$ cat src/rtl/gcph_ram.sv
// ---------------------------------------------------------------------------
// Grid point chained hash unit: generic RAM
// One write port and one read port with registered read data.
// ---------------------------------------------------------------------------
module gcph_ram #(
	parameter int unsigned WIDTH = 8,
	parameter int unsigned DEPTH = 16
) (
	input  logic                     clk,
	input  logic                     wr_en,
	input  logic [$clog2(DEPTH)-1:0] wr_addr,
	input  logic [WIDTH-1:0]         wr_data,
	input  logic [$clog2(DEPTH)-1:0] rd_addr,
	output logic [WIDTH-1:0]         rd_data
);

	logic [WIDTH-1:0] mem_q [DEPTH];
	logic [WIDTH-1:0] rd_data_q;

	always_ff @(posedge clk) begin
		if (wr_en) begin
			mem_q[wr_addr] <= wr_data;
		end
		rd_data_q <= mem_q[rd_addr];
	end

	assign rd_data = rd_data_q;

endmodule

$ cat config.mk
export PLATFORM = sky130hd
export DESIGN_NAME = gcph_ram
export DESIGN_NICKNAME = d
export VERILOG_FILES = /design/src/rtl/gcph_ram.sv
export SDC_FILE = /design/constraint.sdc
export NUM_CORES = 1
export LEC_CHECK = 0
export BUFFER_PORTS_ARGS = -buffer_cell sky130_fd_sc_hd__buf_2
export CAP_MARGIN = 15
export CORE_AREA = 3 3 110 112
export DETAILED_ROUTE_END_ITERATION = 12
export DIE_AREA = 0 0 113 115
export GPL_TIMING_DRIVEN = 0
export SYNTH_ARGS = -nofsm -noshare
export SYNTH_HDL_FRONTEND = slang
export SYNTH_SLANG_ARGS = --single-unit
$ cat constraint.sdc
create_clock -name clk -period 3.9 [get_ports clk]
set_input_delay 0.78 -clock clk [delete_from_list [all_inputs] [get_ports clk]]
set_output_delay 0.78 -clock clk [all_outputs]
set_load 0.1 [all_outputs]
# Word-level counts from Yosys, hierarchy flattened
# Memory sizes are Yosys's and may differ from the RTL's. A register that Yosys moved wholly into a read port is not among the register bits.
# Cells that the tools add are included.
[totals]
ff_bits = 0
mem_bits_rw = 128
input_bits = 18
out_inout_bits = 8
wordCells = 3
memories = 1
[classes]
n_mux = 2
[mem_list]
columns = ["name", "depth", "word_bits", "rd", "rd_ports_with_merged_regs", "wr", "line", "source"]
rows = [
  ["mem_q", 16, 8, 1, 1, 1, "17", "logic [WIDTH-1:0] mem_q [DEPTH];"],
]
[op_table]
columns = ["operator", "count"]
rows = [
  ["$mux W1", 2],
]

# Depth between registers and ports, before layout
[logic_depth]
depth_word = 2
depth_mapped = 5
ltp_nobuf = 3

# Worst setup path before layout
# OpenSTA, ideal clock, no wires.
[synth_timing]
path_kind = "in2reg"
start = "input port wr_addr[2]"
end = "memory mem_q[0][0] (enable)"
setup_ps = 383
arrival_time_ps = 1890
required_time_ps = 3517
slack_ps = 1627
stages = 2
n_path_buf = 0
cell_sequence = "or3b_2 -> nor3_1"
[synth_lines]
columns = ["item", "line", "source"]
rows = [
  ["start: declaration", "11", "input logic [$clog2(DEPTH)-1:0] wr_addr,"],
  ["end: declaration", "17", ""],
]
# Straight into the memory's write port.

# Worst setup path in the final report
[layout_timing]
start = "input port wr_addr[2]"
end = "memory mem_q[2][2] (enable)"
# Straight into the memory's write port.

==> reports/qor.txt <==
=====================================================================================
Final layout net count                                                            294
Fraction of layout instances using a drive strength above 1                    0.2941
Synth area leaders                                                       edfxtp_1 (75%), mux4_2 (7.9%), mux4_1 (7.1%)
Worst ir drop on vdd                                                      0.0002600 V
Data required time at the worst endpoint                                      3940 ps
CTS-repair resized insts                                                            0
Slew at the pin with the worst max-slew slack                                838.8 ps
Routed wire length                                                            9672 um
Hold violation count in the final report                                            0
Slowest stage delay, CP                                                        640 ps
Final weighted congestion of routability-driven global placement               0.7483
Cell Chain, Critical Path                                                buf_2 > or3b_2 > nor2_1
Launch point of the critical path                                          wr_addr[2]
Crit Reg-Reg Startpoint                                                  mem_q[14][0]
Area of the mapped netlist                                               0.005147 mm^2
Result of the run                                                        finished clean
Arrival time worst endpoint                                                   2070 ps
Core ar.                                                                 0.01132 mm^2
Number of global-route vias before repair                                        2317
Clock transition at the registers of the reported paths                         50 ps
Total die area                                                           0.01300 mm^2
Inserted Clock Buffers                                                             17
Number of hold buffers added after CTS                                              0
Post-synthesis compound-gate area fraction                                    0.02333
Area occupied by multi-input gates                                       0.001057 mm^2
Dominant combinational cell family by area after synthesis               multiplexers
Initial Utilization                                                            0.4547
TritonRoute pass-1 iters                                                            5
Post-Synthesis Mean Instance Area                                          22.48 um^2
Largest fanout on the critical path                                                 8
Net count after synthesis                                                         247
Unique masters post-synth                                                          19
Routed via count                                                                 2353
Die extent in x                                                                113 um
Slew headroom                                                                  0.4387
Master cell of the clock root buffer                                        clkbuf_16
Row count                                                                          39
Number of max-slew violations in the final report                                   0
Worst Setup End Kind                                                         register
Number of antenna violations at the first check in global routing                   0
CTS H-Tree Depth                                                                    4
Worst min-delay path class                                               register to register
Cell type contributing the most total cell area after synthesis              edfxtp_1
Overall die height                                                             115 um
Number of maximum-capacitance violations                                            0
Unrepaired setup endpoints after global routing                                    no
Diode count                                                                         0
Wire length of the first global-routing pass                                 14420 um
Power Dens Cells                                                         559.5 mW/mm^2
Xor/xnor share of the synthesized area                                              0
DRC violations left                                                                 0
Number of nets still failing antenna checks after routing                           0
GRT Util Overall                                                               0.1613
Via-per-instance ratio                                                          5.447
Final Util                                                                     0.5333
Critical path's slowest cell                                                   nor2_1
Shortest period the worst path allows                                         2039 ps
Worst Min Path Start                                                     mem_q[11][2]
Post-synthesis register bit count                                                 136
I/O pins                                                                           26
Mux share of post-synthesis cell area                                          0.1502
Crit share post-route                                                          0.5227
Clock insertion delay at the later pin of the skew report                      410 ps
Final total negative setup slack                                                 0 ps
Sequential area share after synthesis                                          0.7778
Storage element area                                                     0.004004 mm^2
Layout Area Growth over Synthesis                                              17.28%
Fmax                                                                        490.5 MHz
Setup CP Type                                                            input port to register
Final HPWL from detailed placement                                            6093 um
TritonCTS Sinks                                                                   136
Share of the synthesized area in the top cell type                             0.7467
Number of buffers inserted by port buffering                                       24
Startpoint kind of the worst setup timing path                             input port
Routed WL per cell                                                           22.39 um
GRT Residual Overflow                                                               0
Post-synthesis adder-cell area fraction                                             0
Clock Skew                                                                   6.086 ps
Maximum buffer depth of the clock tree                                              2
Number of fillers in the final layout                                             886
Setup bufs post-CTS                                                                 0
Maximum number of pins on one net before global-route repair                       17
CTS tree                                                                          yes
Yosys warning total                                                                 0
Post-Syn Instances                                                                229
P_leak                                                                       2.042 nW
Number of DRC markers after the initial detailed-route iteration                  169
Final setup fails                                                                   0
Post-synthesis share of cell area spent on and, or, nand and nor gates        0.03184
=====================================================================================
==> synthesized netlist by cell type, drive strengths merged <==
cell type and count:
a22oi 16, and2 1, and2b 1, buf 7
clkdlybuf4s25 3, dfxtp 8, edfxtp 128, mux4 32
nand2 9, nand2b 2, nand3 1, nand3b 2
nor2 13, nor2b 1, nor3 4, or3b 1
==> routing by layer <==
layer | vias to the layer above | GRT usage | part of all wire
li1 | 1069 | - | -
met1 | 1212 | 0.2260 | 0.46
met2 | 63 | 0.2425 | 0.47
met3 | 9 | 0.04684 | 0.053
met4 | 0 | 0.06250 | 0.011
met5 | - | 0 | 0
==> power breakdown <==
| part | internal (W) | total (W) | switching, W |
|---|---|---|---|
| Clock | 0.000961 | 0.00151 | 0.000550 |
| Sequential | 0.00163 | 0.00164 | 0.00000666 |
| Combinational | 0.0000655 | 0.000225 | 0.000160 |
| Total | 0.00266 | 0.00338 | 0.000716 |
==> final cells by class <==
cell class / count / area share
flip-flops and latches: 136 / 0.6632
plain buffers: 10 / 0.01430
clock buffers: 21 / 0.07627
well taps: 143 / 0.02964
repair buffers: 28 / 0.02404
multi-input cells: 83 / 0.1751
clock inverters: 11 / 0.01741
==> worst max-delay path: cells and delay by family <==
kind	cells	cell delay [ps]
simple gates	2	1170
buf+inv	1	110
==> kinds of logic after synthesis <==
group	Yosys count
AO/OA/AOI/OAI	16
buffers and inverters	10
AND/OR/NAND/NOR	35
flip-flops	136
multiplexers	32
==> cell usage in the layout, fill, tap and decap left out, types with 3 or more instances in the layout <==
master | Yosys | final
a22oi_1 | 16 | 16
buf_2 | 3 | 29
buf_4 | 1 | 3
buf_6 | 3 | 3
clkbuf_16 | 0 | 17
clkdlybuf4s25_2 | 3 | 3
clkinv_2 | 0 | 6
dfxtp_1 | 8 | 8
edfxtp_1 | 128 | 128
mux4_1 | 14 | 14
mux4_2 | 18 | 18
nand2_1 | 9 | 9
nor2_1 | 13 | 13
nor3_1 | 4 | 4
==> sequential cells by signal, summed over array words and instances, names as in the netlist <==
register	flops
mem_q	128
rd_data	8
==> per-stage QoR <==
stage          hold WS, ps  area, um^2  power, W  instances  setup slack, ps
2_1_floorplan        629.3        5147  0.001826        229             1627
4_1_cts              677.3        6037  0.003400        432             1828
5_1_grt              724.9        6037  0.003484        432             1745
6_report             677.4        6037  0.003378        432             1861
3_5_place_dp         664.9        5472  0.001900        400             1398
3_3_place_gp         657.0        5446  0.001894        396             1048
==> final timing paths <==
| check | to | slack [ps] | cells past startpoint |
|---|---|---|---|
| setup / recovery | mem_q[2][2] | 1860 | 3 |
| hold / removal | rd_data[2] | 680 | 3 |
| setup reg to reg | rd_data[0] | 2470 | 3 |
| hold reg to reg | rd_data[2] | 680 | 3 |
(Power assumes the default switching activity.)
