`src/rtl/gcph_pkg.sv`:
```
// ---------------------------------------------------------------------------
// Grid point chained hash unit: package
// Field widths, parameter defaults, command codes and control types.
// ---------------------------------------------------------------------------
package gcph_pkg;

	localparam int unsigned BUCKET_COUNT_DEF = 211;
	localparam int unsigned NODE_COUNT_DEF   = 4096;
	localparam int unsigned COORD_BITS_DEF   = 10;

	localparam int unsigned CMD_W          = 2;
	localparam int unsigned COORD_FIELD_W  = 10;
	localparam int unsigned POINT_W        = 12;
	localparam int unsigned HASH_ROW_SHIFT = 4;

	typedef enum logic [CMD_W-1:0] {
		CMD_LOOKUP  = 2'd0,
		CMD_INSTALL = 2'd1,
		CMD_CLEAR   = 2'd2
	} cmd_t;

	typedef struct packed {
		logic load;
		logic quot;
		logic rem;
	} hash_ctrl_t;

endpackage

```
`src/rtl/gcph_bucket_hash.sv`:
```
// ---------------------------------------------------------------------------
// Grid point chained hash unit: bucket hash
// Computes ((row << 4) + column) mod BUCKET_COUNT in two multiply steps:
// a reciprocal multiply for the quotient, then a multiply back for the rest.
// ---------------------------------------------------------------------------
module gcph_bucket_hash #(
	parameter int unsigned BUCKET_COUNT = gcph_pkg::BUCKET_COUNT_DEF,
	parameter int unsigned COORD_W      = gcph_pkg::COORD_BITS_DEF
) (
	input  logic                            clk,
	input  gcph_pkg::hash_ctrl_t            ctrl,
	input  logic [COORD_W-1:0]              row,
	input  logic [COORD_W-1:0]              col,
	output logic [$clog2(BUCKET_COUNT)-1:0] bucket
);

	import gcph_pkg::*;

	localparam int unsigned SUM_W  = COORD_W + HASH_ROW_SHIFT + 1;
	localparam int unsigned BKT_W  = $clog2(BUCKET_COUNT);
	localparam int unsigned SHIFT  = SUM_W + BKT_W;
	localparam int unsigned MULT_W = SUM_W + 2;
	localparam int unsigned PROD_W = SUM_W + MULT_W;
	localparam int unsigned BACK_W = SUM_W + BKT_W + 1;
	localparam logic [MULT_W-1:0] RECIP = MULT_W'((64'd1 << SHIFT) / BUCKET_COUNT + 1);

	logic [SUM_W-1:0]  sum_q;
	logic [SUM_W-1:0]  quot_q;
	logic [BKT_W-1:0]  bucket_q;
	logic [PROD_W-1:0] prod;
	logic [BACK_W-1:0] back;
	logic [SUM_W-1:0]  rem;

	assign prod = PROD_W'(sum_q) * PROD_W'(RECIP);
	assign back = BACK_W'(quot_q) * BACK_W'(BUCKET_COUNT);
	assign rem  = sum_q - SUM_W'(back);

	always_ff @(posedge clk) begin
		if (ctrl.load) begin
			sum_q <= (SUM_W'(row) << HASH_ROW_SHIFT) + SUM_W'(col);
		end
		if (ctrl.quot) begin
			quot_q <= SUM_W'(prod >> SHIFT);
		end
		if (ctrl.rem) begin
			bucket_q <= BKT_W'(rem);
		end
	end

	assign bucket = bucket_q;

endmodule

```
`config.mk`:
```
export PLATFORM = sky130hd
export DESIGN_NAME = gcph_bucket_hash
export DESIGN_NICKNAME = d
export VERILOG_FILES = /design/src/rtl/gcph_pkg.sv /design/src/rtl/gcph_bucket_hash.sv
export SDC_FILE = /design/constraint.sdc
export NUM_CORES = 1
export LEC_CHECK = 0
export BUFFER_PORTS_ARGS = -buffer_cell sky130_fd_sc_hd__buf_2
export CAP_MARGIN = 20
export CORE_UTILIZATION = 40
export CTS_CLUSTER_SIZE = 25
export DETAILED_ROUTE_END_ITERATION = 10
export GPL_TIMING_DRIVEN = 0
export PLACE_DENSITY_LB_ADDON = 0.3
export SKIP_LAST_GASP = 1
export SYNTH_ARGS = -nofsm -noshare
export SYNTH_HDL_FRONTEND = slang
export SYNTH_SLANG_ARGS = --single-unit
export TNS_END_PERCENT = 50
```
`constraint.sdc`:
```
create_clock -name clk -period 7.6 [get_ports clk]
set_input_delay 0 -clock clk [delete_from_list [all_inputs] [get_ports clk]]
set_output_delay 0 -clock clk [all_outputs]
set_load 0.02 [all_outputs]
```
# Word level (Yosys, flattened, before mapping)
# Index checks and enable logic that the tools add are counted.
# word_totals
ff_bits,31
# classes
n_addsub,2
n_mul,2
# op_table
op,n
$mul A15 B16 Y31 const B,1
$add A14 B10 Y15,1
$mul A8 B7 Y8 const B,1
$sub A8 B8 Y8,1

# Longest topological paths before layout
# Gate-level depths: netlist (run 1).
# depth
depth_word,2
depth_mapped,19
depth_no_buf,19

# Worst setup path before layout (run 1)
# No wires, ideal clock.
# synth_path
path_kind,reg-to-reg
startpoint,register sum_q[3]
endpoint,"register quot_q[6], data pin"
setup_ns,0.258
arrival_ns,4.899
setup_slack_ns,2.443
path_stages_with_launch,17
path_cell_list,edfxtp_1 -> ha_1 -> inv_1 -> fa_1 -> fa_1 -> inv_1 -> fa_1 -> fa_1 -> inv_1 -> fa_1 -> inv_1 -> ha_1 -> and3_1 -> a311o_1 -> a21oi_1 -> and4_4 -> nor3_2
# synth_via
elab_chain_cells,1
# synth_rtl
element,line_no,text
from (decl),gcph_bucket_hash.sv:27,logic [SUM_W-1:0] sum_q;
from (signal assigned),gcph_bucket_hash.sv:40,sum_q <= (SUM_W'(row) << HASH_ROW_SHIFT) + SUM_W'(col);
$mul A15 B16 Y31,gcph_bucket_hash.sv:34,assign prod = PROD_W'(sum_q) * PROD_W'(RECIP);
net prod[29],gcph_bucket_hash.sv:30,logic [PROD_W-1:0] prod;
to (signal assigned),gcph_bucket_hash.sv:43,quot_q <= SUM_W'(prod >> SHIFT);
to (decl),gcph_bucket_hash.sv:28,logic [SUM_W-1:0] quot_q;
# The timed path passes the listed nets, and every way through them passes these cells.
# A chain may end at the register's enable or synchronous reset.

# Worst setup path in the final report (run 1)
# Same ends and word-level chain as after synthesis.

==> impl_metrics.ini, run 1 <==
[run_status]
status = complete, no violations

[timing]
setup_violations = 0
tns_ns = 0
maxSlewHeadroom_pct = 59.2
period_minus_slack_ns = 5.73
skew_ns = 0.00393
final_hold_viol_count = 0
report.final.slew_viol_count = 0
fin_crit_sh_pct = 75.4
setup_ws_ns = 1.87
rsz0062_at_grt = no
worst_slew_pin_slew_ns = 0.611
fmax_ghz = 0.175

[routing]
ant_nets = 0
drt_iter0_markers = 82
wl_per_cell_um = 14.5
vias = 3975
drcViolationCount = 0
routed_wirelength_mm = 11.7
dr.pass1.iters = 5
via_per_inst = 4.94

[placement]
placed_cell_area_um2 = 6370
dp_hpwl_mm = 10.5
place.gp.congestion = 0.872
portBuffers = 31
post-place-ws_ns = 1.88

[setup_path]
critPathMaxFanout = 12
arrival_ns = 5.77
cp_top_family = adder cells
crit_top_cell = fa_1
worstSetupPathType = register to register
slowest_delay_ns = 0.65
critPathBufInv = 4
critPathSlowestCell = edfxtp_1
cp_cell_sequence = ha_1 > inv_1 > fa_1 > fa_1 > inv_1 > fa_1 > fa_1 > inv_1 > fa_1 > inv_1 > ha_1 > nand3_1 > o22ai_1 > a311o_1 > a21oi_1 > and4_4 > nor3_2
cp.required_ns = 7.64
crit_path_start_kind = register
endpoint_kind = register

[yosys]
ys_seq_area_share_pct = 15.6
async_reset_ff_share_pct = 0
synthSimpleGateAreaFrac_pct = 5.82
netlist_instances = 577
yosysWarnings = 0
synth_top_family_by_area = adder cells
synthAdderAreaFrac_pct = 56.7
synth_nets = 826
avgSynthCellArea_um2 = 10.4
synth-edff-count = 31
synth.mux.area_fraction_pct = 0
ys_ff_latch = 31
synth_area_um2 = 5980
synth_compound_area_share_pct = 8.74
synth.distinct_cells = 44
synthFlopType = edfxtp_1
yosys.area_share.xor_xnor_pct = 4.10

[clock_tree]
cts_buffers = 5
cts.clk_slew.worst_paths_ns = 0.05
cts_max_level = 2
cts_tree = built
clockBufferDepth = 2
cts_root_buffer = clkbuf_16
clock_sinks = 31
cts_resized = 0
clk_latency_ns = 0.29

[global_route]
grt_usage_pct = 16.7
grt_first_pass_wirelength_mm = 20.3
grt_antenna_before_repair = 0
grt_pass1_vias = 4372
grt.overflow.total = 0
grt_max_degree = 16

[cells_and_area]
diodes = 0
drive_gt1_share_pct = 7.73
final_area_um2 = 6550
fillCellCount = 1424
final_cell_mix = ha_1, inv_1, fa_1, edfxtp_1, buf_2
final_common_cell = ha_1
area_growth_pct = 9.56
fin_util_pct = 45.1
nets = 869

[worst_hold_path]
hold_class = primary input to register

[floorplan]
dieWidth_um = 124
die-area_um2 = 15400
num_rows = 44
core_area_um2 = 14500
start_util_pct = 41.2
die_y_um = 124
io_pins = 32

[flow_run]
maxCapViolations = 0
==> registers in the layout, indices dropped and copies added (netlist names) <==
| register | flops |
|---|---|
| bucket | 8 |
| quot_q | 8 |
| sum_q | 15 |
==> kinds of logic after synthesis <==
kind of cell	count (synthesis)
XOR/XNOR	28
AO/OA/AOI/OAI	80
flip-flops	31
AND/OR/NAND/NOR	69
adder cells (fa/ha/maj)	225
buffers and inverters	144
==> per-layer routing <==
layer / part of all wire [%] / vias up / GRT usage, % / routed length [um]
li1: - / 1994 / - / -
met1: 44 / 1902 / 19.6 / 5180
met2: 51 / 67 / 30.8 / 5960
met3: 3.3 / 12 / 3.05 / 383
met4: 1.3 / 0 / 4.25 / 149
met5: 0 / - / 0 / 0
==> path summary, 6_finish.rpt <==
check / from / to / slack [ns] / cells after the start
worst max-delay path: sum_q[3]$_DFFE_PP_ / quot_q[6]$_DFFE_PP_ / 1.87 / 17
worst min register to register: quot_q[7]$_DFFE_PP_ / bucket[7]$_DFFE_PP_ / 0.94 / 4
worst min-delay path: row[0] / sum_q[4]$_DFFE_PP_ / 0.02 / 2
worst max register to register: sum_q[3]$_DFFE_PP_ / quot_q[6]$_DFFE_PP_ / 1.87 / 17
==> area by class of cell <==
type                            instances  area (um2)  area share, %
Multi-Input combinational cell        402        4510           68.8
Sequential cell                        31         931           14.2
Inverter                              144         541           8.25
Tap cell                              184         230           3.51
Timing Repair Buffer                   36         205           3.13
Clock buffer                            6         129           1.97
Clock inverter                          2        7.51          0.115
==> cells in the mapped netlist (4+ instances only) <==
cell type  number  area (um2)
a21o_1          7        52.6
a21oi_1        26         130
edfxtp_1       31         931
fa_1           77        1540
ha_1          148        1850
inv_1         144         541
nand2_1        16        60.1
nand2b_1        5        31.3
nand3_1         4        20.0
nor2_1         20        75.1
nor3_1          5        25.0
o21a_1          5        37.5
o21ai_0        15        75.1
xnor2_1        22         193
xor2_1          6        52.6
==> metrics by stage <==
step / hold WS, ns / instances
global route: 0.0412 / 805
global placement: 0.176 / 792
detailed placement: 0.179 / 792
floorplan: 0.0989 / 577
finish: 0.0238 / 805
CTS: 0.0179 / 805
==> what timing repair did <==
item / 4_1_cts / 5_1_grt
endpoints found under the hold margin: 5 / 0
setup endpoints to repair: 0 / 0
setup buffers: 0 / 0
hold buffers: 5 / 0
Power of run 1 is left out: the tool's default activity adds up to more than one toggle a clock period on the data nets, which glitch-free logic cannot reach.
==> inputs of run 2 (changes only) <==
--- a/config.mk
+++ b/config.mk
@@ -5,6 +5,7 @@
 export SDC_FILE = /design/constraint.sdc
 export NUM_CORES = 1
 export LEC_CHECK = 0
+export ABC_AREA = 1
 export BUFFER_PORTS_ARGS = -buffer_cell sky130_fd_sc_hd__buf_2
 export CAP_MARGIN = 20
 export CORE_UTILIZATION = 40
==> constraint.sdc (replaced) <==
create_clock -name clk -period 5 [get_ports clk]
set_input_delay 0 -clock clk [delete_from_list [all_inputs] [get_ports clk]]
set_output_delay 0 -clock clk [all_outputs]
set_load 0.02 [all_outputs]
==> run 2 against run 1 <==
Compared with the run above: wire length increased by 19%; maximum frequency rose by 18%; final cell count is 34% higher; global-route usage up 0.60 points; worst hold slack got worse by 0.024 ns; first-iteration DRC count rose by 140%; count of clock-buffer cells in the layout shrank 1; sequential share of layout area down 2.0 points; clock skew grew 0.0057 ns; critical path type unchanged; largest cell class unchanged; highest routed layer unchanged.
==> impl_metrics.ini, run 2 <==
[floorplan]
io_pins = 32
start_util_pct = 41.4
num_rows = 46
die-area_um2 = 17100
core_area_um2 = 16000
die_y_um = 131
dieWidth_um = 131

[global_route]
grt_usage_pct = 17.3
grt_antenna_before_repair = 0
grt_max_degree = 16
grt_pass1_vias = 4856
grt_first_pass_wirelength_mm = 22.4
grt.overflow.total = 0

[yosys]
async_reset_ff_share_pct = 0
synthFlopType = edfxtp_1
synth_top_area_share_pct = 28.0
synth_nets = 1038
netlist_instances = 789
ys_seq_area_share_pct = 14.1
synth.distinct_cells = 31
ys_ff_latch = 31
post-synth-top-count-cell = inv_1
synth_area_um2 = 6620
avgSynthCellArea_um2 = 8.39
synthTopCellsByArea = ha_1, fa_1, edfxtp_1
yosysTopAreaCell = ha_1
yosysWarnings = 0
synthTopCellsByCount = inv_1, nand2_1, ha_1
synth-edff-count = 31

[placement]
dp_hpwl_mm = 12.0
portBuffers = 31
place.gp.congestion = 0.865
placed_cell_area_um2 = 7050
dp_cells = 1036

[cells_and_area]
final_common_cell = inv_1
final_area_um2 = 7610
largest_register_ff_count = 15
nets = 1110
area_growth_pct = 14.9
final_cell_mix = inv_1, nand2_1, ha_1, fa_1, nor2_1
drive_gt1_share_pct = 12.8
fin_cells = 1077
diodes = 0
top_register = sum_q
fillCellCount = 1593

[routing]
ant_nets = 0
routed_wirelength_mm = 13.9
drcViolationCount = 0
vias = 4949
wl_per_cell_um = 12.9
via_per_inst = 4.60
drt_iter0_markers = 193
dr.pass1.iters = 4

[setup_path]
cp_cell_sequence = ha_4 > inv_1 > fa_1 > fa_1 > inv_1 > fa_2 > fa_1 > inv_1 > fa_1 > inv_1 > ha_4 > nand2_2 > inv_1 > a21oi_1 > nand3_1 > nand2_1 > nand2_1 > nand2_1 > nand2_1
worstSetupPathType = register to register
crit_top_cell = inv_1
critPathSlowestCell = fa_1
endpoint_kind = register
crit_path_start_kind = register
slowest_delay_ns = 0.53
critPathMaxFanout = 3
cp.required_ns = 5.03
arrival_ns = 4.87

[timing]
setup_violations = 0
report.final.slew_viol_count = 0
period_minus_slack_ns = 4.84
final_hold_viol_count = 0
rsz0062_at_grt = yes
worst_slew_pin_slew_ns = 0.352
fin_crit_sh_pct = 96.8
fmax_ghz = 0.207
maxSlewHeadroom_pct = 76.5
skew_ns = 0.00965

[clock_tree]
clock_sinks = 31
clockBufferDepth = 2
cts_root_buffer = clkbuf_16
cts_buffers = 5
cts.clk_slew.worst_paths_ns = 0.05
cts_max_level = 2
cts_tree = built
clk_latency_ns = 0.28

[flow_run]
maxCapViolations = 0

[worst_hold_path]
hold_class = primary input to register

[run_status]
status = complete, no violations
[run 2: changes by cell type after synthesis, moves of 10 or more]
cell and delta:
inv_1 +54, xnor2_1 -13, nor2_1 +20, o21ai_0 -10, nand3_1 +21, nand2_1 +160
[run 2: path summary, 6_finish.rpt]
kind / slack (ns) / end / start / cells past startpoint
worst max register to register: 0.16 / quot_q[6]$_DFFE_PP_ / sum_q[1]$_DFFE_PP_ / 19
worst min-delay path: 0.0002 / sum_q[4]$_DFFE_PP_ / col[4] / 2
worst max-delay path: 0.16 / quot_q[6]$_DFFE_PP_ / sum_q[1]$_DFFE_PP_ / 19
worst min register to register: 0.91 / bucket[7]$_DFFE_PP_ / quot_q[7]$_DFFE_PP_ / 6
[run 2: cell type report]
type	count	area, um2	area share (%)
Clock buffer	5	125	1.64
Clock inverter	2	8.76	0.115
Inverter	206	774	10.2
Multi-Input combinational cell	552	5070	66.6
Sequential cell	31	931	12.2
Tap cell	216	270	3.55
Timing Repair Buffer	65	432	5.67
[run 2: repair_timing]
item                                   CTS  global route
pin swaps                                0            22
endpoints found under the hold margin    4             0
buffers inserted                        13            17
setup endpoints to repair                8             8
hold buffers                             4             0
gates cloned                             0             0
gates resized for setup                  0            28
[run 2: kinds of logic after synthesis]
kind of cell	Yosys count	share of synthesized area [%]
and+or+nand+nor	264	16.7
buffers and inverters	206	11.7
xor gates and xnor gates	22	2.91
adders and majority gates	225	51.2
DFF	31	14.1
AOI/OAI and AO/OA	41	3.40
[run 2: worst max-delay path: cells and delay by family, from the launching register on]
kind                       cells  cell delay [ns]
adders and majority gates      7             3.12
and+or+nand+nor                6             0.52
DFF                            1             0.48
buffers and inverters          5             0.33
AOI/OAI and AO/OA              1             0.15
[run 2: through the flow]
| step | TNS (ns) | setup WS, ns | hold WS [ns] | util [%] |
|---|---|---|---|---|
| after floorplan | 0 | 0.264 | 0.0989 | - |
| after global placement | -1.39 | -0.249 | 0.177 | 44.0 |
| after detailed placement | -1.42 | -0.258 | 0.178 | 44.0 |
| after CTS | -0.0186 | -0.0186 | 0.00247 | 45.7 |
| after global routing | -0.0886 | -0.0665 | 0.00162 | 47.6 |
| final | 0 | 0.158 | 0.000219 | 47.6 |
[run 2: metal layers]
metal / up-vias / part of all wire [%] / track usage, %
met3: 13 / 3.1 / 2.89
li1: 2579 / - / -
met4: 0 / 0.98 / 3.11
met2: 70 / 51 / 31.9
met1: 2287 / 45 / 21.1
met5: - / 0 / 0
Power of run 2 is left out for the same reason.
==> inputs of run 3 (changes only) <==
--- a/config.mk
+++ b/config.mk
@@ -8,6 +8,8 @@
 export ABC_AREA = 1
 export BUFFER_PORTS_ARGS = -buffer_cell sky130_fd_sc_hd__buf_2
 export CAP_MARGIN = 20
+export CORE_ASPECT_RATIO = 2
+export CORE_MARGIN = 2
 export CORE_UTILIZATION = 40
 export CTS_CLUSTER_SIZE = 25
 export DETAILED_ROUTE_END_ITERATION = 10
==> constraint.sdc (replaced) <==
create_clock -name clk -period 4.3 [get_ports clk]
set_input_delay 0 -clock clk [delete_from_list [all_inputs] [get_ports clk]]
set_output_delay 0 -clock clk [all_outputs]
set_load 0.02 [all_outputs]
==> run 3 against run 2 <==
Compared with the run above: the run now ends with setup timing left; die area rose by 3.4%; worst hold slack better by 0.0057 ns; utilization up 1.2 points; first-iteration DRC count is 18% lower; non-clock buffer count rose by 12; final area is 4.2% higher; wire length is 16% higher; clock skew fell by 0.0010 ns; sequential share of layout area shrank 0.50 points; final cell count barely moved; highest routed layer unchanged.
==> impl_metrics.ini, run 3 (synthesis results as in run 2) <==
[run_status]
status = finished with violations
violations = setup timing

[setup_path]
cp_top_family = adder cells
crit_top_cell = fa_1
endpoint_kind = register
cp.required_ns = 4.35
worstSetupPathType = register to register
critPathMaxFanout = 4
crit_path_start_kind = register
critPathSlowestCell = fa_1
arrival_ns = 4.72
critPathBufInv = 5
slowest_delay_ns = 0.60
cp_cell_sequence = ha_4 > inv_1 > fa_1 > fa_1 > inv_2 > fa_2 > fa_1 > inv_1 > fa_1 > inv_2 > ha_4 > nand2_2 > inv_1 > a21oi_2 > nand3_2 > nand2_2 > nand2_1 > nand2_1 > nand2_1

[timing]
final_hold_viol_count = 0
setup_violations = 8
report.final.slew_viol_count = 0
worst_slew_pin_slew_ns = 0.331
period_minus_slack_ns = 4.67
skew_ns = 0.00861
fin_crit_sh_pct = 109
setup_ws_ns = -0.369
fmax_ghz = 0.214
maxSlewHeadroom_pct = 77.7
rsz0062_at_grt = yes

[cells_and_area]
largest_register_ff_count = 15
diodes = 0
area_growth_pct = 19.8
final_cell_mix = inv_1, nand2_1, ha_1, fa_1, buf_4
final_common_cell = inv_1
drive_gt1_share_pct = 19.3
fin_util_pct = 48.8
top_register = sum_q
nets = 1122

[floorplan]
core_area_um2 = 16300
io_pins = 32
start_util_pct = 40.7
die-area_um2 = 17700
num_rows = 66
dieWidth_um = 95.0
die_y_um = 186

[routing]
dr.pass1.iters = 4
routed_wirelength_mm = 16.2
drt_iter0_markers = 159
vias = 5242
wl_per_cell_um = 15.0
ant_nets = 0
via_per_inst = 4.86
drcViolationCount = 0

[clock_tree]
clock_sinks = 31
cts_root_buffer = clkbuf_16
clockBufferDepth = 2
clk_latency_ns = 0.30
cts_buffers = 5
cts_tree = built
cts_max_level = 2
cts.clk_slew.worst_paths_ns = 0.05

[global_route]
grt_first_pass_wirelength_mm = 25.9
grt_pass1_vias = 5703
grt_max_degree = 16
grt_antenna_before_repair = 0
grt_usage_pct = 19.9
grt.overflow.total = 0

[placement]
place.gp.congestion = 0.965
dp_hpwl_mm = 14.3
post-place-ws_ns = -0.738
portBuffers = 31

[worst_hold_path]
hold_class = primary input to register

[flow_run]
maxCapViolations = 0
## run 3: changes by cell type in the layout (fill, tap and decap cells not counted), moves of 6 or more
cell     change
nand2_1     -15
nand2_2     +13
buf_4        +9
inv_1        -9
inv_2        +9
ha_1         -7
ha_4         +6
## run 3: metrics by stage
stage / instances / cell area [um2] / hold slack [ns] / TNS, ns
finish: 1078 / 7930 / 0.00591 / -2.73
detailed placement: 1024 / 7150 / 0.178 / -5.19
floorplan: 789 / 6740 / 0.0989 / -1.07
global route: 1078 / 7930 / 0.0283 / -4.26
CTS: 1071 / 7780 / 0.000233 / -2.70
global placement: 1024 / 7150 / 0.177 / -4.88
## run 3: repair_timing
item,CTS,global route
hold endpoints to repair,5,0
resized for setup,39,24
buffers inserted,34,7
setup endpoints to repair,8,8
pin swaps,21,14
hold buffers,5,0
## run 3: worst register-to-register path, cell delays in order (launching register included)
cell	delay, ns
edfxtp_1	0.48
ha_4	0.32
inv_1	0.05
fa_1	0.60
fa_1	0.44
inv_2	0.07
fa_2	0.44
fa_1	0.50
inv_1	0.05
fa_1	0.49
inv_2	0.04
ha_4	0.23
nand2_2	0.08
inv_1	0.08
a21oi_2	0.14
nand3_2	0.13
nand2_2	0.12
nand2_1	0.06
nand2_1	0.06
nand2_1	0.05
## run 3: metal layers
| metal | part of all wire [%] | vias to the layer above | track usage, % |
|---|---|---|---|
| met3 | 2.0 | 56 | 2.23 |
| met5 | 0 | - | 0 |
| met1 | 28 | 2490 | 14.9 |
| met4 | 7.8 | 0 | 14.3 |
| li1 | - | 2606 | - |
| met2 | 62 | 90 | 42.3 |
## run 3: path summary, 6_finish.rpt
| check | start | to | slack [ns] | cells after the start |
|---|---|---|---|---|
| min | row[0] | sum_q[4]$_DFFE_PP_ | 0.006 | 2 |
| max | sum_q[4]$_DFFE_PP_ | quot_q[6]$_DFFE_PP_ | -0.37 | 19 |
| min reg2reg | quot_q[7]$_DFFE_PP_ | bucket[7]$_DFFE_PP_ | 0.91 | 6 |
| max reg2reg | sum_q[4]$_DFFE_PP_ | quot_q[6]$_DFFE_PP_ | -0.37 | 19 |
## run 3: final cells by class
type | instances | area, um2
Multi-Input combinational cell | 552 | 5280
Clock buffer | 5 | 125
Inverter | 206 | 774
Tap cell | 204 | 255
Clock inverter | 3 | 38.8
Fill cell | 1526 | 8340
Sequential cell | 31 | 931
Timing Repair Buffer | 77 | 532
Power of run 3 is left out for the same reason.
